$ cat src/rtl/core/kl_divergence_top1_compare_defines.svh
// Assertion macros shared by the KL divergence block.
// No dependencies; the asserting modules expect clk and rst_n in scope.
`ifndef KL_DIVERGENCE_TOP1_COMPARE_DEFINES_SVH
`define KL_DIVERGENCE_TOP1_COMPARE_DEFINES_SVH
`ifndef SYNTHESIS
`define KLD_ASSERT(label, prop) \
    label: assert property (@(posedge clk) disable iff (!rst_n) prop) \
        else $error("kldiv assertion failed");
`define KLD_ASSERT_NEXT(label, pre, post) \
    label: assert property (@(posedge clk) disable iff (!rst_n) (pre) |=> (post)) \
        else $error("kldiv assertion failed");
`else
`define KLD_ASSERT(label, prop)
`define KLD_ASSERT_NEXT(label, pre, post)
`endif
`endif

$ cat src/rtl/core/kldiv_pkg.sv
// Constants, types and the reciprocal table of the KL divergence block.
// Used by kldiv_mul, kldiv_engine and kl_divergence_top1_compare.
package kldiv_pkg;

    // Row and field geometry
    localparam int MAX_VOCAB   = 262144;
    localparam int CNT_W       = $clog2(MAX_VOCAB);
    localparam int IDX_OUT_W   = 18;
    localparam int LP_W        = 24;
    localparam int FRAC_BITS   = 16;
    localparam int POS_W       = 20;
    localparam int KL_W        = 40;
    localparam int ACC_W       = 48;
    localparam int IN_TDATA_W  = 72;
    localparam int OUT_TDATA_W = 200;

    // Exponential evaluation in Q60
    localparam int QP           = 60;
    localparam int WORD_W       = 64;
    localparam int PROD_W       = 2 * WORD_W;
    localparam int HALF_W       = WORD_W / 2;
    localparam int EXP_FRAC     = 16;
    localparam int E_W          = EXP_FRAC + 1;
    localparam int EXP_CUTOFF   = 12;
    localparam int SERIES_TERMS = 24;
    localparam int K_W          = 5;
    localparam int IP_W         = 4;
    localparam int IP_IN_W      = LP_W - FRAC_BITS;

    // Per-element term
    localparam int DIFF_W = LP_W + 1;
    localparam int P_W    = DIFF_W + EXP_FRAC + 1;
    localparam int TERM_W = P_W - EXP_FRAC;

    localparam logic [WORD_W-1:0] Q_ONE        = WORD_W'(1) << QP;
    localparam logic [WORD_W-1:0] E_ONE        = WORD_W'(1) << EXP_FRAC;
    localparam logic [WORD_W-1:0] E_ROUND_HALF = WORD_W'(1) << (QP - EXP_FRAC - 1);
    localparam logic [P_W-1:0]    TERM_HALF    = P_W'(1) << (EXP_FRAC - 1);
    localparam logic [WORD_W-1:0] ALL_ONES     = '1;

    typedef enum logic [3:0] {
        EN_INIT,
        EN_IDLE,
        EN_SER_MUL,
        EN_SER_DIV,
        EN_SER_REM,
        EN_SER_ACC,
        EN_POW,
        EN_ROUND,
        EN_TERM
    } eng_state_t;

    typedef enum logic [1:0] {
        T_IDLE,
        T_BUSY,
        T_COMMIT
    } top_state_t;

    typedef struct packed {
        logic              start;
        logic [WORD_W-1:0] op_a;
        logic [WORD_W-1:0] op_b;
    } mul_req_t;

    typedef struct packed {
        logic              busy;
        logic              done;
        logic [PROD_W-1:0] product;
    } mul_rsp_t;

    typedef struct packed {
        logic                   start;
        logic signed [LP_W-1:0] ref_lp;
        logic signed [LP_W-1:0] test_lp;
    } eng_req_t;

    typedef struct packed {
        logic                     ready;
        logic                     done;
        logic signed [TERM_W-1:0] term;
    } eng_rsp_t;

    // floor((2^64 - 1) / k); multiplying by it and keeping the top word
    // underestimates x / k by at most one
    function automatic logic [WORD_W-1:0] recip_k(input logic [K_W-1:0] k);
        logic [WORD_W-1:0] r;
        unique case (k)
            5'd2:    r = ALL_ONES / 64'd2;
            5'd3:    r = ALL_ONES / 64'd3;
            5'd4:    r = ALL_ONES / 64'd4;
            5'd5:    r = ALL_ONES / 64'd5;
            5'd6:    r = ALL_ONES / 64'd6;
            5'd7:    r = ALL_ONES / 64'd7;
            5'd8:    r = ALL_ONES / 64'd8;
            5'd9:    r = ALL_ONES / 64'd9;
            5'd10:   r = ALL_ONES / 64'd10;
            5'd11:   r = ALL_ONES / 64'd11;
            5'd12:   r = ALL_ONES / 64'd12;
            5'd13:   r = ALL_ONES / 64'd13;
            5'd14:   r = ALL_ONES / 64'd14;
            5'd15:   r = ALL_ONES / 64'd15;
            5'd16:   r = ALL_ONES / 64'd16;
            5'd17:   r = ALL_ONES / 64'd17;
            5'd18:   r = ALL_ONES / 64'd18;
            5'd19:   r = ALL_ONES / 64'd19;
            5'd20:   r = ALL_ONES / 64'd20;
            5'd21:   r = ALL_ONES / 64'd21;
            5'd22:   r = ALL_ONES / 64'd22;
            5'd23:   r = ALL_ONES / 64'd23;
            5'd24:   r = ALL_ONES / 64'd24;
            default: r = ALL_ONES;
        endcase
        return r;
    endfunction

endpackage

$ cat src/rtl/core/kldiv_mul.sv
// Shared 64x64 multiplier: one 32x32 product per cycle, four partial
// products summed into a 128-bit register. Depends on kldiv_pkg.
module kldiv_mul (
    input  logic               clk,
    input  logic               rst_n,
    input  kldiv_pkg::mul_req_t req,
    output kldiv_pkg::mul_rsp_t rsp
);
    import kldiv_pkg::*;

    localparam logic [2:0] LAST_STEP = 3'd4;

    logic [WORD_W-1:0] a_reg;
    logic [WORD_W-1:0] b_reg;
    logic [WORD_W-1:0] pp_reg;
    logic [PROD_W-1:0] acc_reg;
    logic [2:0]        step_reg;
    logic              busy_reg;
    logic              done_reg;
    logic [HALF_W-1:0] mul_a;
    logic [HALF_W-1:0] mul_b;
    logic [PROD_W-1:0] pp_ext;

    // Pick the halves for this step
    always_comb
    begin
        unique case (step_reg[1:0])
            2'd0:
            begin
                mul_a = a_reg[HALF_W-1:0];
                mul_b = b_reg[HALF_W-1:0];
            end
            2'd1:
            begin
                mul_a = a_reg[HALF_W-1:0];
                mul_b = b_reg[WORD_W-1:HALF_W];
            end
            2'd2:
            begin
                mul_a = a_reg[WORD_W-1:HALF_W];
                mul_b = b_reg[HALF_W-1:0];
            end
            default:
            begin
                mul_a = a_reg[WORD_W-1:HALF_W];
                mul_b = b_reg[WORD_W-1:HALF_W];
            end
        endcase
    end

    // Align the partial product registered in the previous step
    always_comb
    begin
        unique case (step_reg)
            3'd1:       pp_ext = {{WORD_W{1'b0}}, pp_reg};
            3'd2, 3'd3: pp_ext = {{HALF_W{1'b0}}, pp_reg, {HALF_W{1'b0}}};
            3'd4:       pp_ext = {pp_reg, {WORD_W{1'b0}}};
            default:    pp_ext = '0;
        endcase
    end

    // Step counter and completion pulse
    always_ff @(posedge clk or negedge rst_n)
    begin
        if (!rst_n)
        begin
            busy_reg <= 1'b0;
            done_reg <= 1'b0;
            step_reg <= '0;
        end
        else
        begin
            done_reg <= 1'b0;
            if (req.start)
            begin
                busy_reg <= 1'b1;
                step_reg <= '0;
            end
            else if (busy_reg)
            begin
                if (step_reg == LAST_STEP)
                begin
                    busy_reg <= 1'b0;
                    done_reg <= 1'b1;
                end
                step_reg <= step_reg + 3'd1;
            end
        end
    end

    // Operands, partial product and running sum
    always_ff @(posedge clk)
    begin
        if (req.start)
        begin
            a_reg   <= req.op_a;
            b_reg   <= req.op_b;
            acc_reg <= '0;
        end
        else if (busy_reg)
        begin
            pp_reg  <= WORD_W'(mul_a) * WORD_W'(mul_b);
            acc_reg <= acc_reg + pp_ext;
        end
    end

    assign rsp.busy    = busy_reg;
    assign rsp.done    = done_reg;
    assign rsp.product = acc_reg;

endmodule

$ cat src/rtl/core/kldiv_engine.sv
// Sequencer computing one rounded KL term exp(ref) * (ref - test) on the
// shared multiplier. Depends on kldiv_pkg, kldiv_mul and the defines header.
`include "kl_divergence_top1_compare_defines.svh"

module kldiv_engine (
    input  logic                clk,
    input  logic                rst_n,
    input  kldiv_pkg::eng_req_t req,
    output kldiv_pkg::eng_rsp_t rsp
);
    import kldiv_pkg::*;

    eng_state_t state_reg, state_next;
    logic                     init_reg, init_next;
    logic [K_W-1:0]           k_reg, k_next;
    logic [WORD_W-1:0]        term_reg, term_next;
    logic [WORD_W-1:0]        sum_reg, sum_next;
    logic [WORD_W-1:0]        f_reg, f_next;
    logic [WORD_W-1:0]        x_reg, x_next;
    logic [WORD_W-1:0]        q_reg, q_next;
    logic [WORD_W-1:0]        e1_reg, e1_next;
    logic [IP_W-1:0]          ip_reg, ip_next;
    logic [DIFF_W-1:0]        mag_reg, mag_next;
    logic                     neg_reg, neg_next;
    logic signed [TERM_W-1:0] result_reg, result_next;
    logic                     done_reg, done_next;

    mul_req_t mreq;
    mul_rsp_t mrsp;

    logic [DIFF_W-1:0]  diff;
    logic [DIFF_W-1:0]  diff_mag;
    logic [LP_W-1:0]    abs_ref;
    logic [IP_IN_W-1:0] ip_in;
    logic [WORD_W-1:0]  frac_q;
    logic [WORD_W-1:0]  sum_upd;
    logic [WORD_W-1:0]  qmul_res;
    logic [WORD_W-1:0]  rem;
    logic [WORD_W-1:0]  e_sum;
    logic [E_W-1:0]     e_round;
    logic [P_W-1:0]     p_signed;
    logic [P_W-1:0]     p_round;

    kldiv_mul u_mul (
        .clk   (clk),
        .rst_n (rst_n),
        .req   (mreq),
        .rsp   (mrsp)
    );

    // Decode the incoming pair
    assign diff     = {req.ref_lp[LP_W-1], req.ref_lp} - {req.test_lp[LP_W-1], req.test_lp};
    assign diff_mag = diff[DIFF_W-1] ? (~diff + DIFF_W'(1)) : diff;
    assign abs_ref  = ~req.ref_lp + LP_W'(1);
    assign ip_in    = abs_ref[LP_W-1:FRAC_BITS];
    assign frac_q   = WORD_W'(abs_ref[FRAC_BITS-1:0]) << (QP - FRAC_BITS);

    // Product of two Q60 values, truncated back to Q60
    assign qmul_res = mrsp.product[QP+WORD_W-1:QP];
    assign rem      = x_reg - mrsp.product[WORD_W-1:0];

    // Alternating series update: odd terms subtract with floor at zero
    always_comb
    begin
        if (k_reg[0])
        begin
            sum_upd = (sum_reg >= term_reg) ? (sum_reg - term_reg) : '0;
        end
        else
        begin
            sum_upd = sum_reg + term_reg;
        end
    end

    // Round exp to Q1.16 and form the signed term
    assign e_sum    = sum_reg + E_ROUND_HALF;
    assign e_round  = e_sum[QP:QP-EXP_FRAC];
    assign p_signed = neg_reg ? (~{1'b0, mrsp.product[P_W-2:0]} + P_W'(1))
                              : {1'b0, mrsp.product[P_W-2:0]};
    assign p_round  = p_signed + TERM_HALF;

    // Next state and multiplier requests
    always_comb
    begin
        state_next  = state_reg;
        init_next   = init_reg;
        k_next      = k_reg;
        term_next   = term_reg;
        sum_next    = sum_reg;
        f_next      = f_reg;
        x_next      = x_reg;
        q_next      = q_reg;
        e1_next     = e1_reg;
        ip_next     = ip_reg;
        mag_next    = mag_reg;
        neg_next    = neg_reg;
        result_next = result_reg;
        done_next   = 1'b0;
        mreq.start  = 1'b0;
        mreq.op_a   = '0;
        mreq.op_b   = '0;

        unique case (state_reg)
            // Evaluate exp(-1) once after reset
            EN_INIT:
            begin
                term_next  = Q_ONE;
                sum_next   = Q_ONE;
                f_next     = Q_ONE;
                k_next     = K_W'(1);
                mreq.start = 1'b1;
                mreq.op_a  = Q_ONE;
                mreq.op_b  = Q_ONE;
                state_next = EN_SER_MUL;
            end
            EN_IDLE:
            begin
                if (req.start)
                begin
                    mag_next = diff_mag;
                    neg_next = diff[DIFF_W-1];
                    if (!req.ref_lp[LP_W-1])
                    begin
                        // exp saturates at one
                        mreq.start = 1'b1;
                        mreq.op_a  = WORD_W'(diff_mag);
                        mreq.op_b  = E_ONE;
                        state_next = EN_TERM;
                    end
                    else if (ip_in >= IP_IN_W'(EXP_CUTOFF))
                    begin
                        // exp underflows to zero
                        mreq.start = 1'b1;
                        mreq.op_a  = WORD_W'(diff_mag);
                        mreq.op_b  = '0;
                        state_next = EN_TERM;
                    end
                    else
                    begin
                        term_next  = Q_ONE;
                        sum_next   = Q_ONE;
                        f_next     = frac_q;
                        k_next     = K_W'(1);
                        ip_next    = IP_W'(ip_in);
                        mreq.start = 1'b1;
                        mreq.op_a  = Q_ONE;
                        mreq.op_b  = frac_q;
                        state_next = EN_SER_MUL;
                    end
                end
            end
            EN_SER_MUL:
            begin
                if (mrsp.done)
                begin
                    x_next     = qmul_res;
                    mreq.start = 1'b1;
                    mreq.op_a  = qmul_res;
                    mreq.op_b  = recip_k(k_reg);
                    state_next = EN_SER_DIV;
                end
            end
            EN_SER_DIV:
            begin
                if (mrsp.done)
                begin
                    q_next     = mrsp.product[PROD_W-1:WORD_W];
                    mreq.start = 1'b1;
                    mreq.op_a  = mrsp.product[PROD_W-1:WORD_W];
                    mreq.op_b  = WORD_W'(k_reg);
                    state_next = EN_SER_REM;
                end
            end
            EN_SER_REM:
            begin
                // Correct the quotient estimate by one where needed
                if (mrsp.done)
                begin
                    term_next  = (rem >= WORD_W'(k_reg)) ? (q_reg + WORD_W'(1)) : q_reg;
                    state_next = EN_SER_ACC;
                end
            end
            EN_SER_ACC:
            begin
                sum_next = sum_upd;
                if (k_reg == K_W'(SERIES_TERMS))
                begin
                    if (init_reg)
                    begin
                        e1_next    = sum_upd;
                        init_next  = 1'b0;
                        state_next = EN_IDLE;
                    end
                    else if (ip_reg == '0)
                    begin
                        state_next = EN_ROUND;
                    end
                    else
                    begin
                        mreq.start = 1'b1;
                        mreq.op_a  = sum_upd;
                        mreq.op_b  = e1_reg;
                        state_next = EN_POW;
                    end
                end
                else
                begin
                    k_next     = k_reg + K_W'(1);
                    mreq.start = 1'b1;
                    mreq.op_a  = term_reg;
                    mreq.op_b  = f_reg;
                    state_next = EN_SER_MUL;
                end
            end
            EN_POW:
            begin
                // Multiply by exp(-1) once per whole unit
                if (mrsp.done)
                begin
                    sum_next = qmul_res;
                    ip_next  = ip_reg - IP_W'(1);
                    if (ip_reg == IP_W'(1))
                    begin
                        state_next = EN_ROUND;
                    end
                    else
                    begin
                        mreq.start = 1'b1;
                        mreq.op_a  = qmul_res;
                        mreq.op_b  = e1_reg;
                    end
                end
            end
            EN_ROUND:
            begin
                mreq.start = 1'b1;
                mreq.op_a  = WORD_W'(mag_reg);
                mreq.op_b  = WORD_W'(e_round);
                state_next = EN_TERM;
            end
            EN_TERM:
            begin
                if (mrsp.done)
                begin
                    result_next = p_round[P_W-1:EXP_FRAC];
                    done_next   = 1'b1;
                    state_next  = EN_IDLE;
                end
            end
            default:
            begin
                state_next = EN_IDLE;
            end
        endcase
    end

    // Control registers
    always_ff @(posedge clk or negedge rst_n)
    begin
        if (!rst_n)
        begin
            state_reg <= EN_INIT;
            init_reg  <= 1'b1;
            done_reg  <= 1'b0;
            k_reg     <= '0;
            ip_reg    <= '0;
        end
        else
        begin
            state_reg <= state_next;
            init_reg  <= init_next;
            done_reg  <= done_next;
            k_reg     <= k_next;
            ip_reg    <= ip_next;
        end
    end

    // Datapath registers
    always_ff @(posedge clk)
    begin
        term_reg   <= term_next;
        sum_reg    <= sum_next;
        f_reg      <= f_next;
        x_reg      <= x_next;
        q_reg      <= q_next;
        e1_reg     <= e1_next;
        mag_reg    <= mag_next;
        neg_reg    <= neg_next;
        result_reg <= result_next;
    end

    assign rsp.ready = (state_reg == EN_IDLE);
    assign rsp.done  = done_reg;
    assign rsp.term  = result_reg;

    `KLD_ASSERT(a_mul_free, mreq.start |-> !mrsp.busy)
    `KLD_ASSERT_NEXT(a_done_pulse, done_reg, !done_reg)
    `KLD_ASSERT(a_init_first, done_reg |-> !init_reg)

endmodule

$ cat config.mk
export PLATFORM = sky130hd
export DESIGN_NAME = kldiv_engine
export DESIGN_NICKNAME = d
export VERILOG_FILES = /design/src/rtl/core/kldiv_pkg.sv /design/src/rtl/core/kldiv_mul.sv /design/src/rtl/core/kldiv_engine.sv
export VERILOG_INCLUDE_DIRS = /design/src /design/src/rtl/core
export SDC_FILE = /design/constraint.sdc
export NUM_CORES = 2
export LEC_CHECK = 0
export ABC_CLOCK_PERIOD_IN_PS = 19000
export BUFFER_PORTS_ARGS = -buffer_cell sky130_fd_sc_hd__buf_2
export CAP_MARGIN = 10
export CORE_ASPECT_RATIO = 1.4
export CORE_UTILIZATION = 50
export DETAILED_ROUTE_END_ITERATION = 10
export PLACE_DENSITY = 0.71
export SYNTH_ARGS = -nofsm -noshare
export SYNTH_HDL_FRONTEND = slang
export SYNTH_HIERARCHICAL = 1
export SYNTH_SLANG_ARGS = --single-unit
$ cat constraint.sdc
create_clock -name clk -period 19 [get_ports clk]
set_input_delay 0.95 -clock clk [delete_from_list [all_inputs] [get_ports clk]]
set_output_delay 0.95 -clock clk [all_outputs]
set_load 0.005 [all_outputs]
# [Word level (Yosys, flattened, before mapping)]
# Memory sizes are Yosys's and may differ from the RTL's.
# Index checks and enable logic that the tools add are counted.
[totals] ff_bits=776 romBits=2048 wordCells=158 n_memories=1
[mem_list] name="(no name shown)" words=32 width=64 read_ports=1 rd_ports_with_merged_regs=0 write_ports=0 line="kldiv_pkg.sv:87" text="unique case (k)"
[op_classes] add_sub_neg=14 mul=1 magnitude_cmp=3 eq_ne=26 mux=63 bitwise=4 reduce_logical=25
[op_table] cell="129-bit two-way mux" count=8
[op_table] cell="129-bit one-hot mux with 7 select lines" count=1
[op_table] cell="64-bit two-way mux" count=11
[op_table] cell="128-bit one-hot mux with 3 select lines" count=1
[op_table] cell="64-bit one-hot mux with 4 select lines" count=1
[op_table] cell="125-bit two-way mux" count=2
[op_table] cell="64-bit one-hot mux with 3 select lines" count=1
[op_table] cell="128-bit adder" count=1
[op_table] cell="64-bit one-hot mux with 2 select lines" count=1
[op_table] cell="64-bit subtractor" count=2
[op_table] cell="64-bit by 1-bit adder with 64-bit output, second input constant" count=1
[op_table] cell="64-bit adder" count=1
[op_table] cell="64-bit by 5-bit greater-or-equal comparator with 1-bit output" count=1
[op_table] cell="64-bit greater-or-equal comparator" count=1
[op_table] cell="32-bit by 32-bit multiplier with 64-bit output" count=1
[op_table] cell="32-bit two-way mux" count=2
[op_table] cell="61-bit by 44-bit adder with 61-bit output, second input constant" count=1
[op_table] cell="4-bit two-way mux" count=14
[op_table] cell="42-bit by 1-bit adder with 42-bit output, second input constant" count=1
[op_table] cell="42-bit by 16-bit adder with 42-bit output, second input constant" count=1
[op_table] cell="42-bit two-way mux" count=1
[op_table] cell="41-bit NOT with 42-bit output" count=1
[op_table] cell="4-bit one-hot mux with 9 select lines" count=1
[op_table] cell="25-bit by 1-bit adder with 25-bit output, second input constant" count=1
[op_table] cell="38 further kinds" count=79

# [Logic depth before layout (Yosys ltp)]
[logic_depth] ltp_word=10 mapped_depth=37

# [Modules after synthesis]
# The synthesis kept the hierarchy.
[modules_own_cells] module="kldiv_mul" instances=1 cells_each=5944 area_per_inst_um2=53064.6
[modules_own_cells] module="kldiv_engine" instances=1 cells_each=4320 area_per_inst_um2=36224.7

# [Least setup slack after synthesis]
# OpenSTA, ideal clock, no wires.
[synth_timing] path_type="reg2reg" from="register k_reg[0]" to="register u_mul.acc_reg[121]" setup_time_ps=58 arrival_time_ps=10026 required_ps=18942 path_slack_ps=8916 path_stages_with_launch=18 synth_period_minus_slack_ps=10084 path_cell_list="dfrtp_1 -> clkbuf_1 -> inv_1 -> clkbuf_1 -> clkbuf_1 -> clkbuf_1 -> ha_1 -> nand2_1 -> nor2_1 -> nand2_1 -> o21ai_0 -> nand4_1 -> nand2b_1 -> inv_1 -> clkbuf_1 -> nand4_1 -> o311ai_0 -> a211o_1"
[synth_lines] element="start, declared" line="kldiv_engine.sv:15" text="logic [K_W-1:0] k_reg, k_next;"
[synth_lines] element="start signal, assigned" line="kldiv_engine.sv:273" text="k_reg <= k_next;"
[synth_lines] element="end signal, assigned" line="kldiv_mul.sv:103" text="acc_reg <= acc_reg + pp_ext;"
[synth_lines] element="end, declared" line="kldiv_mul.sv:16" text="logic [PROD_W-1:0] acc_reg;"

# [Final worst setup path]
[layout_timing] from="register u_mul.step_reg[0]" to="register u_mul.pp_reg[61] (data pin)"
[layout_via] elab_chain_cells=4 word_cells_on_any_way=8 cone_classes="mul: 1; eq/ne: 2; mux: 2; reduce/logical: 3"
[layout_rtl] element="start, declared" line="kldiv_mul.sv:17" text="logic [2:0] step_reg;"
[layout_rtl] element="start signal, assigned" line="kldiv_mul.sv:86" text="step_reg <= step_reg + 3'd1;"
[layout_rtl] element="2-bit by 1-bit equality test with 1-bit output (tied with other cells)" line="kldiv_mul.sv:27" text="unique case (step_reg[1:0])"
[layout_rtl] element="2-bit OR reduction (no source line)"
[layout_rtl] element="32-bit two-way mux" line="kldiv_mul.sv:27"
[layout_rtl] element="32-bit by 32-bit multiplier with 64-bit output (*)" line="kldiv_mul.sv:102" text="pp_reg <= WORD_W'(mul_a) * WORD_W'(mul_b);"
[layout_rtl] element="end signal, assigned" line="kldiv_mul.sv:102"
[layout_rtl] element="end, declared" line="kldiv_mul.sv:15" text="logic [WORD_W-1:0] pp_reg;"
# Mark *: on every way between the ends. The rest lies on a longest branch, timed or not.
# A chain may end at the register's enable or synchronous reset.

==> metrics.log <==
INFO  metric run_status = complete, no violations
INFO  metric startpoint = u_mul/step_reg[0]$_DFFE_PN0P_
INFO  metric final_routed_wirelength_across_all_metal_layers = 393400 um
INFO  metric fin_nets = 11.61k
INFO  metric postCtsSetupBuffers = 0
INFO  metric critPathSlowestCell = sky130_fd_sc_hd__mux2i_1
INFO  metric post-route-period-util = 55.44%
INFO  metric cp.required = 19.45 ns
INFO  metric class_of_the_most_critical_setup_path = flop to flop
INFO  metric layout-drive-gt1-share = 5.980%
INFO  metric mostFrequentLayoutCell = sky130_fd_sc_hd__inv_1
INFO  metric timing.final.max_slew_violations = 0
INFO  metric die_area = 180300 um2
INFO  metric avgViaCountPerCell = between 6 and 7
INFO  metric mappedNetlistArea = between 80000 and 90000 um2
INFO  metric flip_flop_count_of_the_largest_register_all_copies_and_words_added = 128
INFO  metric max-clock-path-buffers = 3
INFO  metric vias = 82.89k
INFO  metric die_width = 359.1 um
INFO  metric yosys_warnings = 6
INFO  metric io_buffer_count = 78
INFO  metric grt_pass1_vias = 81.45k
INFO  metric crit-reg2reg-capture = u_mul/pp_reg[61]$_DFFE_PP_
INFO  metric max_slew.worst_pin.slew = 1.327 ns
INFO  metric detailedRoute.firstPassIterationCount = 11
INFO  metric floorplan.initialDensity = 50.31%
INFO  metric crit_top_cell = sky130_fd_sc_hd__fa_1
INFO  metric post-route-min-period = 10.53 ns
INFO  metric synthesis.area_per_instance = slightly below 9 um2
INFO  metric root_buffer = sky130_fd_sc_hd__clkbuf_16
INFO  metric grt_setup_unrepaired = false
INFO  metric timing.critical_path.to = u_mul/pp_reg[61]$_DFFE_PP_
INFO  metric rr_worst_depth = 30
INFO  metric globalRouteTotalUtil = 42.82%
INFO  metric final_area = 94590 um2
INFO  metric reg2reg_from = u_mul/step_reg[0]$_DFFE_PN0P_
INFO  metric dr.first_iter.drc_count = 10.39k
INFO  metric cts_hold_buf = 0
INFO  metric timing.critical_path.arrival = 10.98 ns
INFO  metric timing.slew.headroom = 10.58%
INFO  metric post-route-drc-count = 0
INFO  metric grt_first_pass_wirelength = 558600 um
INFO  metric timing.hold.worst.class = primary input to async pin
INFO  metric cts_tree = yes
INFO  metric ioPinCount = between 70 and 80
INFO  metric achievable_frequency = 94.94 MHz
INFO  metric timing.clock.skew = 0.03657 ns
INFO  metric ant_nets = 0
INFO  metric dpl-instance-area = 91970 um2
INFO  metric drv.max_cap_violation_count = 0
INFO  metric wl_per_cell = 31.68 um
INFO  metric clock_sinks = 729
INFO  metric maximum_number_of_pins_on_one_net_before_global_route_repair = 149
INFO  metric clk_pin_slew_worst_paths = about 0.07 ns
INFO  metric antenna_found_initial = 46
INFO  metric place.detailed.hpwl = 308600 um
INFO  metric grt.overflow.total = 0
INFO  metric clk-insertion-delay-late = 0.71 ns
INFO  metric total_clock_buffers_created_by_cts = 77
INFO  metric post_synth_inst_count = 10.26k
INFO  metric ff2ff_setup_slack = between 8 and 9 ns
INFO  metric layout.cells.most_common_list = 1232 x sky130_fd_sc_hd__inv_1, 1095 x sky130_fd_sc_hd__nand2_1, 1062 x sky130_fd_sc_hd__nor2_1
INFO  metric worst_path_largest_cell_delay = 0.98 ns
INFO  metric htreeDepth = 3
INFO  metric timing.final.setup_violations = 0
INFO  metric dieHeight = 502.0 um
INFO  metric globalplace.congestion = 1.080
INFO  metric gates_resized_cts_repair = 0
INFO  metric end_kind = flop
INFO  metric floorplan.core_area = 177500 um2
INFO  metric fill_cells = 16.36k
INFO  metric syn2layout_area_growth = 5.941%
INFO  metric setup_total_negative_slack = 0 ns
INFO  metric std_cell_rows = 183
INFO  metric worstPathMaxFanout = 51
INFO  metric synth_fp_nets = 11.85k
INFO  metric critical_path.startpoint_type = flop
INFO  metric hold_violations = 0
## layer usage
metal | wire [um] | GRT usage (%)
met4 | 43940 | 39.15
met5 | 319 | 0
met2 | 175800 | 67.76
met3 | 40100 | 9.566
met1 | 133200 | 48.38
## through the flow
stage                     setup slack, ns  util [%]  std cells  hold WS [ns]
after floorplan                     8.916         -      10260        0.4457
after global placement              8.718     51.83      12250        0.4801
after detailed placement            8.591     51.83      12250        0.4838
after CTS                           8.530     53.26      12390        0.2555
after global routing                8.141     53.28      12400        0.2938
final                               8.467     53.30      12420        0.2545
## worst max-delay path: cells and delay by family, from the launching register on
family                     cells  cell delay, ns
DFF                            1            0.42
AOI/OAI and AO/OA              9            1.84
and+or+nand+nor                3            1.01
buffers and inverters          6            1.11
xor gates and xnor gates       1            0.11
adders and majority gates     10            4.73
muxes                          1            0.98
## final cells by class
| class | instances | area (um2) | area share (%) |
|---|---|---|---|
| antenna | 21 | 52.55 | 0.05556 |
| clock buffer | 97 | 2076 | 2.195 |
| clock inverter | 44 | 476.7 | 0.5040 |
| inverter | 1241 | 4659 | 4.926 |
| multi-input combinational | 7712 | 62140 | 65.69 |
| sequential | 729 | 20520 | 21.69 |
| tap | 2312 | 2893 | 3.058 |
| timing repair buffer | 261 | 1777 | 1.878 |
## how the worst min path moves through the flow
stage / from / end / slack [ns] / cells past startpoint
after floorplan: u_mul/acc_reg[127]$_SDFFE_PP0P_ / q_reg[63]$_DFFE_PP_ / 0.45 / 0
after global placement: u_mul/acc_reg[58]$_SDFFE_PP0P_ / u_mul/acc_reg[58]$_SDFFE_PP0P_ / 0.48 / 2
after detailed placement: u_mul/acc_reg[58]$_SDFFE_PP0P_ / u_mul/acc_reg[58]$_SDFFE_PP0P_ / 0.48 / 2
after CTS: rst_n / ip_reg[1]$_DFFE_PN0P_ / 0.26 / 1
after global routing: rst_n / ip_reg[1]$_DFFE_PN0P_ / 0.29 / 1
final: rst_n / ip_reg[1]$_DFFE_PN0P_ / 0.25 / 1
Power is not shown: default switching activity piles up to over one toggle a cycle in this logic, so the estimate is an artifact.
